$ cat src/rtl/cphd_pkg.sv
// Shared types, register indexes and saturation helper for the column peak hold decimator.
`timescale 1ns / 1ps

package cphd_pkg;

    // Configuration register indexes.
    typedef enum logic [2:0] {
        CFG_MODE      = 3'd0,
        CFG_X_GAIN    = 3'd1,
        CFG_X_BIAS    = 3'd2,
        CFG_Y_GAIN    = 3'd3,
        CFG_Y_BIAS    = 3'd4,
        CFG_LINE_HALF = 3'd5
    } t_cfg_index;

    localparam int CFG_INDEX_W = 3;

    // Output queue geometry.
    localparam int FIFO_DEPTH = 4;
    localparam int FIFO_PTR_W = 2;
    localparam int FIFO_CNT_W = 3;

    // One mapped point on its way to the column stage.
    typedef struct packed {
        logic signed [31:0] x;
        logic signed [31:0] y;
        logic               first_point;
        logic               last_point;
    } t_point;

    // One result item.
    typedef struct packed {
        logic signed [31:0] x_pos;
        logic signed [31:0] y_pos;
        logic signed [31:0] band_top;
        logic signed [31:0] band_bottom;
        logic               end_of_run;
    } t_result;

    // Results written to the output queue in one cycle, first in r0.
    typedef struct packed {
        logic [1:0] cnt;
        t_result    r0;
        t_result    r1;
    } t_push;

    function automatic logic signed [31:0] sat33(input logic signed [32:0] v);
        logic signed [31:0] r;
        begin
            if (v[32] != v[31]) begin
                r = v[32] ? 32'sh8000_0000 : 32'sh7FFF_FFFF;
            end else begin
                r = v[31:0];
            end
            return r;
        end
    endfunction

endpackage

$ cat src/rtl/cphd_fifo.sv
// Four-entry result queue that takes up to two items per cycle and gives one.
`timescale 1ns / 1ps

module cphd_fifo (
    input  logic                i_clk,
    input  logic                i_rst_n,
    input  cphd_pkg::t_push     i_push,
    input  logic                i_pop,
    output logic                o_valid,
    output cphd_pkg::t_result   o_data,
    output logic                o_room
);

    cphd_pkg::t_result                     r_mem [cphd_pkg::FIFO_DEPTH];
    logic [cphd_pkg::FIFO_PTR_W-1:0]       r_wr;
    logic [cphd_pkg::FIFO_PTR_W-1:0]       r_rd;
    logic [cphd_pkg::FIFO_CNT_W-1:0]       r_count;
    logic [cphd_pkg::FIFO_PTR_W-1:0]       w_wr1;

    assign w_wr1 = r_wr + cphd_pkg::FIFO_PTR_W'(1);

    always_ff @(posedge i_clk) begin
        if (i_push.cnt != 2'd0) begin
            r_mem[r_wr] <= i_push.r0;
        end
        if (i_push.cnt == 2'd2) begin
            r_mem[w_wr1] <= i_push.r1;
        end
    end

    always_ff @(posedge i_clk) begin
        if (!i_rst_n) begin
            r_wr    <= '0;
            r_rd    <= '0;
            r_count <= '0;
        end else begin
            r_wr    <= r_wr + cphd_pkg::FIFO_PTR_W'(i_push.cnt);
            r_rd    <= r_rd + cphd_pkg::FIFO_PTR_W'(i_pop);
            r_count <= r_count + cphd_pkg::FIFO_CNT_W'(i_push.cnt)
                               - cphd_pkg::FIFO_CNT_W'(i_pop);
        end
    end

    assign o_valid = (r_count != '0);
    assign o_data  = r_mem[r_rd];
    // Room for the worst case of two items from one input item.
    assign o_room  = (r_count <= cphd_pkg::FIFO_CNT_W'(cphd_pkg::FIFO_DEPTH - 2));

endmodule
$ cat config.mk
export PLATFORM = sky130hd
export DESIGN_NAME = cphd_fifo
export DESIGN_NICKNAME = d
export VERILOG_FILES = /design/src/rtl/cphd_pkg.sv /design/src/rtl/cphd_fifo.sv
export SDC_FILE = /design/constraint.sdc
export NUM_CORES = 1
export LEC_CHECK = 0
export BUFFER_PORTS_ARGS = -buffer_cell sky130_fd_sc_hd__buf_2
export CAP_MARGIN = 20
export CORE_MARGIN = 2
export CORE_UTILIZATION = 45
export DETAILED_ROUTE_END_ITERATION = 8
export GPL_TIMING_DRIVEN = 0
export PLACE_DENSITY_LB_ADDON = 0.25
export SETUP_SLACK_MARGIN = 0.5
export SYNTH_ARGS = -nofsm -noshare
export SYNTH_HDL_FRONTEND = slang
export SYNTH_SLANG_ARGS = --single-unit
$ cat constraint.sdc
create_clock -name i_clk -period 10.7 [get_ports i_clk]
set_input_delay 0.535 -clock i_clk [delete_from_list [all_inputs] [get_ports i_clk]]
set_output_delay 0.535 -clock i_clk [all_outputs]
set_load 0.005 [all_outputs]
Word level (Yosys, flattened, before mapping)
Memories as Yosys holds them, arrays and structs flattened. A register that Yosys moved wholly into a read port is not among the register bits. Index checks and enable logic that the tools add are counted.

Input port bits: 263. Output and inout port bits: 131. Memories kept: 1. RAM bits: 516. Logic and storage cells: 18. Bits in registers: 7.

Add/sub/neg operators: 5. Eq/ne operators: 1. Reductions and logical operators: 2. Multiplexer cells: 5. Order comparisons: 1.

Memory list: r_mem (depth 4, width 129, rd ports 1, clocked after Yosys merged registers in 1, write ports 2, RTL line cphd_fifo.sv:14) `cphd_pkg::t_result r_mem [cphd_pkg::FIFO_DEPTH];`.

Operators by type and width (count): 1-bit 2-to-1 mux (4); 3-bit by 2-bit adder with 3-bit output (1); 3-bit by 2-bit <= comparator with 1-bit output, second input constant (1); 3-bit nonzero test (1); 3-bit by 1-bit subtractor with 3-bit output (1); 2-bit by 1-bit adder with 2-bit output (1); 2-bit by 1-bit adder with 2-bit output, second input constant (1); 2-bit adder (1); 2-bit equality test, second input constant (1); 2-bit 2-to-1 mux (1); 2-bit nonzero test (1).

Depth between registers and ports, before layout
Depth in word-level cells: 3. Depth in mapped cells: 8. Depth with buffers taken out: 8.

Least setup slack after synthesis
OpenSTA, ideal clock, no wires.

Kind: input to register. Start point: input i_push[259] (netlist name). End point: memory r_mem[0][0] (netlist name), enable pin. Buffers on the path: 1. Arrival time: 9.797 ns. Library setup time: 0.795 ns. Cell stages on the path: 3. Data required time: 9.905 ns. Slack: 0.108 ns. Path through: buf_2 > o21bai_1 > o21ai_0.

RTL lines: start, declared (RTL line cphd_fifo.sv:7) `input cphd_pkg::t_push i_push,`; end, declared (RTL line cphd_fifo.sv:14).

==> metrics.txt <==
max_slew headroom 0.387; register area share after synthesis 0.621; met1 usage 0.272; final instance area 30,400 µm²; TritonCTS Sinks 523; DIE WIDTH 241 µm; max-slew violation count 0; length in cells of the worst reg-to-reg path 7; Startpoint Class flop; met3 Usage GRT 0.0604; via count 13,900; period utilization 0.303; Avg Inst Size Synth 19.6 µm²; worst-path maximum fanout 10; RePlAce Congestion 0.753; antenna-violating nets left 0; Power Total 5.34 mW; dpl hpwl 42.6 mm; CTS Buf Count 57; Synth Cell Area 25,200 µm²; drt total wl 62.6 mm; DRT iter0 DRCs 886; Nets 2,030; Max Clock Skew 0.0171 ns; ys async rst share 0; Port Buffers 392; synth cell count leaders edfxtp_1, mux2_2, mux4_2; Required @ worst endpoint 10.17 ns; run status finished clean; Yosys top cell by area edfxtp_1; Unique masters post-synth 26; # Post-CTS Setup Buffers 0; Primary FF master, synth edfxtp_1; final setup vio count 0; RSZ-0062 raised after global routing false; Syn. warnings 0; Worst Setup Path Type reg -> out; CTS tree built; number of synthesized flops with an enable pin 516; FMAX 0.308 GHz; minimum clock period 3.25 ns; clk_lat worst skew 0.60 ns; Die ar. 57,900 µm²; cts hold-fix bufs 0; VDD IR max 129 µV; Syn-to-layout area delta 20.8%; Pleak 10.7 nW; GRT overflow 0; reg2reg setup slack 7.63 ns; count leader, synth edfxtp_1; global routing usage on met2 0.360; Area contributors post-synth edfxtp_1, mux2_2, mux4_2, mux2_1, buf_4; H-tree levels 2; DRC viols 0; Placed Instance Area 28,600 µm²; pwr dens 175 nW/µm²; placed cell count 2,450; Resized Gates After CTS 0; first-pass GRT wire length 91.9 mm; Setup crit end kind output port; Mapped Cells 1,287; TritonRoute pass-1 iters 4; Reg2Reg Launch Point r_wr[1]; WL/cell 24.4 µm; deepest clock path buffer count 3; Non-Filler Instances 2,562; Synth top area share 0.615; syn_nets 1,556; largest net degree at the start of global routing 27; Worst EP arrival 2.71 ns; Initial Util 0.456; Max-cap violations 0; CTS Root Buffer Type clkbuf_16; vias per cell 5.43; row count 86; number of I/O pins 394; Worst Hold Class in -> reg; FF-to-FF End r_mem[2][38]; initial antenna violation count 25; Tot GR Track Use 0.215; GRT busiest layer met2; min-delay src i_rst_n; Least-Margin Pin Slew 0.918 ns; core area 55,200 µm²; die height 241 µm; WHS Path Cells 2; Final Hold Fails 0; flops & latches, synth 523; share of cells above drive strength 1 0.617; Endpoint, Worst Hold r_rd[0]; vias in the first global route 15,000; clk slew on worst S/H paths 0.06 ns
-- sequential cells by signal, indices dropped and copies added (netlist names) --
| signal | cells |
|---|---|
| r_mem | 516 |
| r_count | 3 |
| r_rd | 2 |
| r_wr | 2 |
-- worst max path at each step --
stage	from	to	slack, ns	cells past startpoint
2_1_floorplan	i_push[259]	r_mem[2][0]	3.33	3
6_report	r_rd[1]	o_data[91]	7.45	4
3_5_place_dp	i_push[258]	r_mem[2][42]	7.36	8
5_1_grt	r_rd[1]	o_data[91]	7.35	4
3_3_place_gp	i_push[258]	r_mem[2][45]	-2.36	3
4_1_cts	r_rd[1]	o_data[105]	7.36	4
-- critical path, cell delays in order (launching register included) --
cell and delay [ns]:
dfxtp_1 0.41, buf_2 0.44, clkbuf_1 0.66, mux4_2 0.43
buf_2 0.16
-- cells by family (layout without fill, tap and decap cells) --
| kind of cell | Yosys count | count (layout) | share of synthesized area |
|---|---|---|---|
| buffers and inverters | 91 | 606 | 0.0224 |
| multiplexers | 646 | 646 | 0.346 |
| XOR/XNOR | 3 | 3 | 0.00214 |
| other | 0 | 12 | 0 |
| adder cells (fa/ha/maj) | 6 | 6 | 0.00328 |
| flip-flops | 523 | 523 | 0.621 |
| AND/OR/NAND/NOR | 14 | 14 | 0.00422 |
| AO/OA/AOI/OAI | 4 | 4 | 0.000993 |
-- area by class of cell --
cell class | count | area [µm²]
Buffer | 85 | 542
Clock buffer | 78 | 1610
Multi-Input combinational cell | 673 | 9030
Tap cell | 748 | 936
Timing Repair Buffer | 415 | 2470
Clock inverter | 22 | 146
Inverter | 6 | 22.5
Antenna cell | 12 | 30.0
Fill cell | 4471 | 24800
Sequential cell | 523 | 15600
-- metrics by stage --
| stage | setup slack, ns | TNS, ns | utilization | hold slack (ns) |
|---|---|---|---|---|
| 2_1_floorplan | 3.33 | 0 | - | 0.573 |
| 3_3_place_gp | -2.36 | -886.02 | 0.509 | 0.620 |
| 3_5_place_dp | 7.36 | 0 | 0.519 | 0.623 |
| 4_1_cts | 7.36 | 0 | 0.551 | 0.181 |
| 5_1_grt | 7.35 | 0 | 0.551 | 0.220 |
| 6_report | 7.45 | 0 | 0.551 | 0.213 |
-- metal layers --
layer  wire, µm  up-vias  part of all wire
li1           -     6299                 -
met3       4500      102             0.072
met1      25600     7130              0.41
met5        175        -            0.0028
met2      31100      357              0.50
met4       1260       28             0.020
-- power breakdown --
| part | total [mW] | internal, mW | switching (mW) |
|---|---|---|---|
| Sequential | 2.56 | 2.51 | 0.0477 |
| Clock | 1.87 | 1.09 | 0.785 |
| Combinational | 0.905 | 0.453 | 0.451 |
-- cell usage in the layout, fill, tap and decap left out, drive strengths merged, types with 2 or more instances in the layout --
master  instances
buf           496
xnor3           2
diode          12
dfxtp           7
bufinv          2
mux2          516
edfxtp        516
inv             7
clkbuf         82
and2            5
nor2            2
mux4          129
ha              5
and4bb          2
nor2b           2
o21bai          2
clkinv         19
Power figures use the tool's default switching activity.
