**config.mk**
```make
export PLATFORM = sky130hd
export DESIGN_NAME = cphd_map
export DESIGN_NICKNAME = d
export VERILOG_FILES = /design/src/rtl/cphd_pkg.sv /design/src/rtl/cphd_map.sv
export SDC_FILE = /design/constraint.sdc
export NUM_CORES = 2
export LEC_CHECK = 0
export ABC_AREA = 0
export BUFFER_PORTS_ARGS = -buffer_cell sky130_fd_sc_hd__buf_2
export CAP_MARGIN = 20
export CORE_ASPECT_RATIO = 1.4
export CORE_UTILIZATION = 40
export CTS_BUF_LIST = sky130_fd_sc_hd__clkbuf_4 sky130_fd_sc_hd__clkbuf_8
export CTS_CLUSTER_DIAMETER = 120
export CTS_CLUSTER_SIZE = 12
export DETAILED_ROUTE_END_ITERATION = 10
export GPL_TIMING_DRIVEN = 0
export PLACE_DENSITY_LB_ADDON = 0.05
export SYNTH_ARGS = -nofsm -noshare
export SYNTH_HDL_FRONTEND = slang
export SYNTH_SLANG_ARGS = --single-unit
```
**constraint.sdc**
```tcl
create_clock -name i_clk -period 10.65 [get_ports i_clk]
set_clock_uncertainty 0.15 [all_clocks]
set_input_delay 0.5325 -clock i_clk [delete_from_list [all_inputs] [get_ports i_clk]]
set_output_delay 0.5325 -clock i_clk [all_outputs]
set_load 0.01 [all_outputs]
```
**src/rtl/cphd_pkg.sv**
```systemverilog
// Shared types, register indexes and saturation helper for the column peak hold decimator.
`timescale 1ns / 1ps

package cphd_pkg;

    // Configuration register indexes.
    typedef enum logic [2:0] {
        CFG_MODE      = 3'd0,
        CFG_X_GAIN    = 3'd1,
        CFG_X_BIAS    = 3'd2,
        CFG_Y_GAIN    = 3'd3,
        CFG_Y_BIAS    = 3'd4,
        CFG_LINE_HALF = 3'd5
    } t_cfg_index;

    localparam int CFG_INDEX_W = 3;

    // Output queue geometry.
    localparam int FIFO_DEPTH = 4;
    localparam int FIFO_PTR_W = 2;
    localparam int FIFO_CNT_W = 3;

    // One mapped point on its way to the column stage.
    typedef struct packed {
        logic signed [31:0] x;
        logic signed [31:0] y;
        logic               first_point;
        logic               last_point;
    } t_point;

    // One result item.
    typedef struct packed {
        logic signed [31:0] x_pos;
        logic signed [31:0] y_pos;
        logic signed [31:0] band_top;
        logic signed [31:0] band_bottom;
        logic               end_of_run;
    } t_result;

    // Results written to the output queue in one cycle, first in r0.
    typedef struct packed {
        logic [1:0] cnt;
        t_result    r0;
        t_result    r1;
    } t_push;

    function automatic logic signed [31:0] sat33(input logic signed [32:0] v);
        logic signed [31:0] r;
        begin
            if (v[32] != v[31]) begin
                r = v[32] ? 32'sh8000_0000 : 32'sh7FFF_FFFF;
            end else begin
                r = v[31:0];
            end
            return r;
        end
    endfunction

endpackage

```
**src/rtl/cphd_map.sv**
```systemverilog
// Two-stage affine mapping of profile points to saturated Q24.8 screen coordinates.
`timescale 1ns / 1ps

module cphd_map #(
    parameter int GAIN_FRAC_BITS = 16
) (
    input  logic                  i_clk,
    input  logic                  i_rst_n,
    input  logic                  i_en,
    input  logic                  i_valid,
    input  logic [31:0]           i_distance,
    input  logic signed [23:0]    i_elevation,
    input  logic                  i_first_point,
    input  logic                  i_last_point,
    input  logic [31:0]           i_x_gain,
    input  logic signed [31:0]    i_x_bias,
    input  logic [31:0]           i_y_gain,
    input  logic signed [31:0]    i_y_bias,
    output logic                  o_stage1_valid,
    output logic                  o_valid,
    output cphd_pkg::t_point      o_point
);

    logic                  r_v1;
    logic                  r_v2;
    logic [63:0]           r_prod_x;
    logic signed [56:0]    r_prod_y;
    logic                  r_first;
    logic                  r_last;
    cphd_pkg::t_point      r_point;

    logic [63:0]           w_prod_x;
    logic signed [56:0]    w_prod_y;
    logic [63:0]           w_xs;
    logic signed [65:0]    w_x_sum;
    logic signed [56:0]    w_ys;
    logic signed [57:0]    w_y_diff;
    logic signed [31:0]    w_x;
    logic signed [31:0]    w_y;

    assign w_prod_x = i_distance * i_x_gain;
    assign w_prod_y = i_elevation * signed'({1'b0, i_y_gain});

    // Second stage: scale down, add the offset and clamp to 32 bits.
    always_comb begin
        w_xs     = r_prod_x >> GAIN_FRAC_BITS;
        w_x_sum  = signed'({2'b00, w_xs}) + 66'(i_x_bias);
        w_ys     = r_prod_y >>> GAIN_FRAC_BITS;
        w_y_diff = 58'(i_y_bias) - 58'(w_ys);

        if ((&w_x_sum[65:31]) || !(|w_x_sum[65:31])) begin
            w_x = w_x_sum[31:0];
        end else begin
            w_x = w_x_sum[65] ? 32'sh8000_0000 : 32'sh7FFF_FFFF;
        end

        if ((&w_y_diff[57:31]) || !(|w_y_diff[57:31])) begin
            w_y = w_y_diff[31:0];
        end else begin
            w_y = w_y_diff[57] ? 32'sh8000_0000 : 32'sh7FFF_FFFF;
        end
    end

    always_ff @(posedge i_clk) begin
        if (!i_rst_n) begin
            r_v1 <= 1'b0;
            r_v2 <= 1'b0;
        end else if (i_en) begin
            r_v1 <= i_valid;
            r_v2 <= r_v1;
        end
    end

    always_ff @(posedge i_clk) begin
        if (i_en) begin
            r_prod_x            <= w_prod_x;
            r_prod_y            <= w_prod_y;
            r_first             <= i_first_point;
            r_last              <= i_last_point;
            r_point.x           <= w_x;
            r_point.y           <= w_y;
            r_point.first_point <= r_first;
            r_point.last_point  <= r_last;
        end
    end

    assign o_stage1_valid = r_v1;
    assign o_valid        = r_v2;
    assign o_point        = r_point;

endmodule

```
After elaboration in Yosys (flattened, before gate mapping)
Index checks and enable logic that the tools add are counted.

Bits in registers: 191. Input port bits: 190. Output and inout bits: 68. Logic and storage cells: 26.

$add $sub $neg: 2. Multipliers: 2. Mux-type cells: 4. Reductions and logical operators: 8.

Operator list (count): $mux W32 (4); $mul A32 B32 Y64 (1); $mul A24 B33 Y57 (1); $add A49 B32 Y50 (1); $sub A32 B41 Y42 (1); $reduce_and A35 Y1 (1); $reduce_or A35 Y1 (1); $reduce_and A27 Y1 (1); $reduce_or A27 Y1 (1); $logic_not A1 Y1 (2); $logic_or A1 B1 Y1 (2).

Depth between registers and ports, before layout
Word-level depth: 5. Depth in mapped cells: 30. Mapped depth without buffers: 29.

Least setup slack after synthesis
Ideal clock, no wire load.

Path kind: in2reg. Start point: input port i_distance[30]. End point: register r_prod_x[61], data pin. Setup time: 0.265 ns. Arrival: 7.157 ns. Required time: 10.235 ns. Path slack: 3.078 ns. Stages on the path: 26. Buffers on the path: 2. Path through: clkbuf_1 > nand2_1 > fa_1 > inv_1 > fa_1 > fa_1 > inv_1 > fa_1 > inv_1 > fa_1 > fa_1 > fa_1 > fa_1 > ha_1 > clkbuf_1 > a211oi_1 > nand2_1 > a21o_1 > o2111ai_1 > nor2_1 > and3_1 > a21oi_1 > o31a_1 > nor2b_1 > o21ai_0 > xor2_1.

Word-level cells in the longest chain between the ends: 1.

Ends and longest elaborated chain: start, declared (RTL line cphd_map.sv:11) `input logic [31:0] i_distance,`; $mul A32 B32 Y64 (RTL line cphd_map.sv:41) `assign w_prod_x = i_distance * i_x_gain;`; named net w_prod_x[61] (RTL line cphd_map.sv:32) `logic [63:0] w_prod_x;`; end signal, assigned (RTL line cphd_map.sv:76) `r_prod_x <= w_prod_x;`; end, declared (RTL line cphd_map.sv:26) `logic [63:0] r_prod_x;`.

The timed path passes the listed nets, and every way through them passes these cells. A chain may end at the register's enable or synchronous reset.

Worst setup path after layout
Start point: input port i_x_gain[4]. End point: register r_prod_x[48], data pin.

Word-level cells in the longest chain between the ends: 1.

Ends and longest elaborated chain: start, declared (RTL line cphd_map.sv:15) `input logic [31:0] i_x_gain,`; $mul A32 B32 Y64 (RTL line cphd_map.sv:41); named net w_prod_x[48] (RTL line cphd_map.sv:32).

The timed path passes the listed nets, and every way through them passes these cells.

==> impl_metrics.csv <==
group,metric,value,unit
clock_tree,clock_latency,0.53,ns
final_layout,layout_common_cells,"1671 x inv_1, 1554 x fa_1, 1037 x nand2_1, 885 x and2_1, 564 x ha_1",
worst_setup_path,cp_data_arrival_time,10.06,ns
clock_tree,ctsHoldBuffers,2,
synth,syn_area_per_cell,9.13,um2
route,drt_first_iter_violations,3145,
worst_setup_path,critPathCaptureType,"flop",
global_route,grt_max_degree,100,
final_layout,final_area,73100,um2
floorplanning,rows,178,
worst_setup_path,critical_path_class,"in -> reg",
route,routedWlPerCell,27.8,um
synth,synth_nets,9767,
sta,finalHoldViolCount,0,
route,routed_wl,279,mm
clock_tree,htreeDepth,4,
worst_setup_path,cpPeakStageDelay,0.91,ns
route,num_vias,52700,
synth,synth_edf_count,157,
global_route,grtUsageTotal,33.1,%
job,cap_viol_max_count,0,
synth,ys.warnings.count,0,
route,first_pass_iters,5,
floorplanning,dieArea,172000,um2
placed_design,place_area,72500,um2
final_layout,areaGrowthSynthToFinish,7.31,%
sta,finalSetupViolCount,0,
floorplanning,chipWidth,351,um
floorplanning,die_h,490,um
route,drc,0,
clock_tree,clock_path_buffers,2,
worst_setup_path,crit_buf_inv,4,
min_path,hp-class,"in -> reg",
synth,synthArstFlopShare,0,%
sta,max-slew-margin-rel,15.5,%
floorplanning,initial_core_util,40.4,%
worst_setup_path,slowest_stage,"clkbuf_1",
global_route,grt.overflow.total,0,
synth,syn_inst,7459,
sta,timing.final.crit_share,93.0,%
clock_tree,cts_made_buffers,17,
floorplanning,core,169000,um2
clock_tree,ctsResizeCount,0,
sta,slew_violations,0,
worst_setup_path,crit_required,10.80,ns
floorplanning,ios,258,
route,vias_per_cell,5.25,
global_route,antenna_found_initial,43,
synth,ys_ff_latch,159,
sta,tightest_slew,1.27,ns
sta,setup_ws,0.742,ns
worst_setup_path,critPathMaxFanout,10,
run_status,status,"completed",
final_layout,drive_gt1_share,4.83,%
synth,syn_area,68100,um2
clock_tree,cts_root_buf,"clkbuf_8",
sta,rsz0062_at_grt,"false",
placed_design,gp_congestion,1.04,
worst_setup_path,cp_common_cell,"fa_1",
clock_tree,clock_sinks,159,
final_layout,layout.cells.most_common,"inv_1",
sta,max_freq,101,MHz
synth,synth.distinct_cells,85,
synth,ys_seq_area_share,6.98,%
placed_design,dpl_worst_slack,0.316,ns
placed_design,dp_hpwl,240,mm
global_route,grt_pass1_vias,57700,
synth,dominantRegCellSynth,"edfxtp_1",
worst_setup_path,start_kind,"input port",
clock_tree,path_clk_slew,0.10,ns
sta,finalCriticalPeriod,9.91,ns
worst_setup_path,cpLargestDelayFamily,"adder cells",
global_route,grt_pass1_wl,401,mm
route,ant_nets,0,
final_layout,nets,10100,
placed_design,io_buffers,257,
clock_tree,cts_setup_buffers,0,
clock_tree,cts_tree,"built",
-- worst reg2reg max path: cells and delay by family, from the launching register on --
kind	cells	cell delay [ns]
adders and majority gates	2	0.59
xor gates and xnor gates	1	0.19
and+or+nand+nor	4	1.20
AOI/OAI and AO/OA	6	1.76
buffers and inverters	2	0.35
DFF	1	0.39
-- synthesized netlist by cell type, types with 17 or more instances --
master | count | area (um2)
a21o_1 | 93 | 698
a21oi_1 | 187 | 936
and2_1 | 885 | 5540
and3_1 | 17 | 106
buf_2 | 23 | 115
clkbuf_1 | 362 | 1360
edfxtp_1 | 157 | 4710
fa_1 | 1554 | 31100
ha_1 | 564 | 7060
inv_1 | 1671 | 6270
nand2_1 | 1037 | 3890
nand2b_1 | 33 | 206
nand3_1 | 25 | 125
nand4_1 | 77 | 482
nor2_1 | 111 | 417
nor2b_1 | 41 | 257
nor3_1 | 25 | 125
o21a_1 | 53 | 398
o21ai_0 | 99 | 495
o21ai_1 | 18 | 90.1
o21bai_1 | 23 | 173
o311ai_1 | 32 | 280
xnor2_1 | 104 | 911
xor2_1 | 62 | 543
-- per-stage QoR --
stage | TNS (ns) | hold WS [ns] | utilization, % | std cells
5_1_grt | 0 | 0.0716 | 43.3 | 10000
6_report | 0 | 0.0844 | 43.3 | 10100
3_5_place_dp | 0 | 0.257 | 43.0 | 9983
4_1_cts | 0 | 0.0318 | 43.2 | 10000
2_1_floorplan | 0 | 0.250 | - | 7459
3_3_place_gp | -13.77 | 0.250 | 42.8 | 9966
-- path summary, 6_finish.rpt --
kind	from	end	slack [ns]	depth (start not counted)
max	i_x_gain[4]	r_prod_x[48]$_DFFE_PP_	0.74	25
min	i_rst_n	o_stage1_valid$_SDFFE_PN0P_	0.08	2
max reg2reg	r_prod_x[16]$_DFFE_PP_	o_point[59]$_DFFE_PP_	5.76	15
min reg2reg	r_first$_DFFE_PP_	o_point[1]$_DFFE_PP_	0.28	0
-- metal layers --
layer	vias to the layer above	wire, um	global-route usage (%)	part of all wire (%)
met4	10	30800	29.4	11
met2	1732	142000	58.3	51
met1	27300	93600	34.5	34
met5	-	59	0	0.021
li1	23000	-	-	-
met3	683	12600	3.93	4.5
-- logic make-up after synthesis --
group | after synthesis | share of synthesized area (%)
compound gates | 648 | 6.30
xor+xnor | 166 | 2.14
flops | 159 | 6.98
buf+inv | 2063 | 11.5
mux | 7 | 0.107
simple gates | 2298 | 17.0
fa+ha+maj | 2118 | 56.1
-- sequential cells by signal, summed over array words and instances (netlist names) --
| register | flops |
|---|---|
| o_point | 66 |
| o_stage1_valid | 1 |
| o_valid | 1 |
| r_last | 1 |
| r_prod_y | 41 |
| r_first | 1 |
| r_prod_x | 48 |
-- final cells by class --
class	count	area, um2
Antenna cell	29	72.6
Inverter	1671	6270
Fill cell	17200	95500
Buffer	392	1530
Multi-Input combinational cell	5237	55500
Timing Repair Buffer	283	1680
Clock inverter	10	141
Tap cell	2250	2820
Sequential cell	159	4750
Clock buffer	20	256
Power is left out: the tool's default activity adds up to more than one toggle a clock period on the data nets, which glitch-free logic cannot reach.
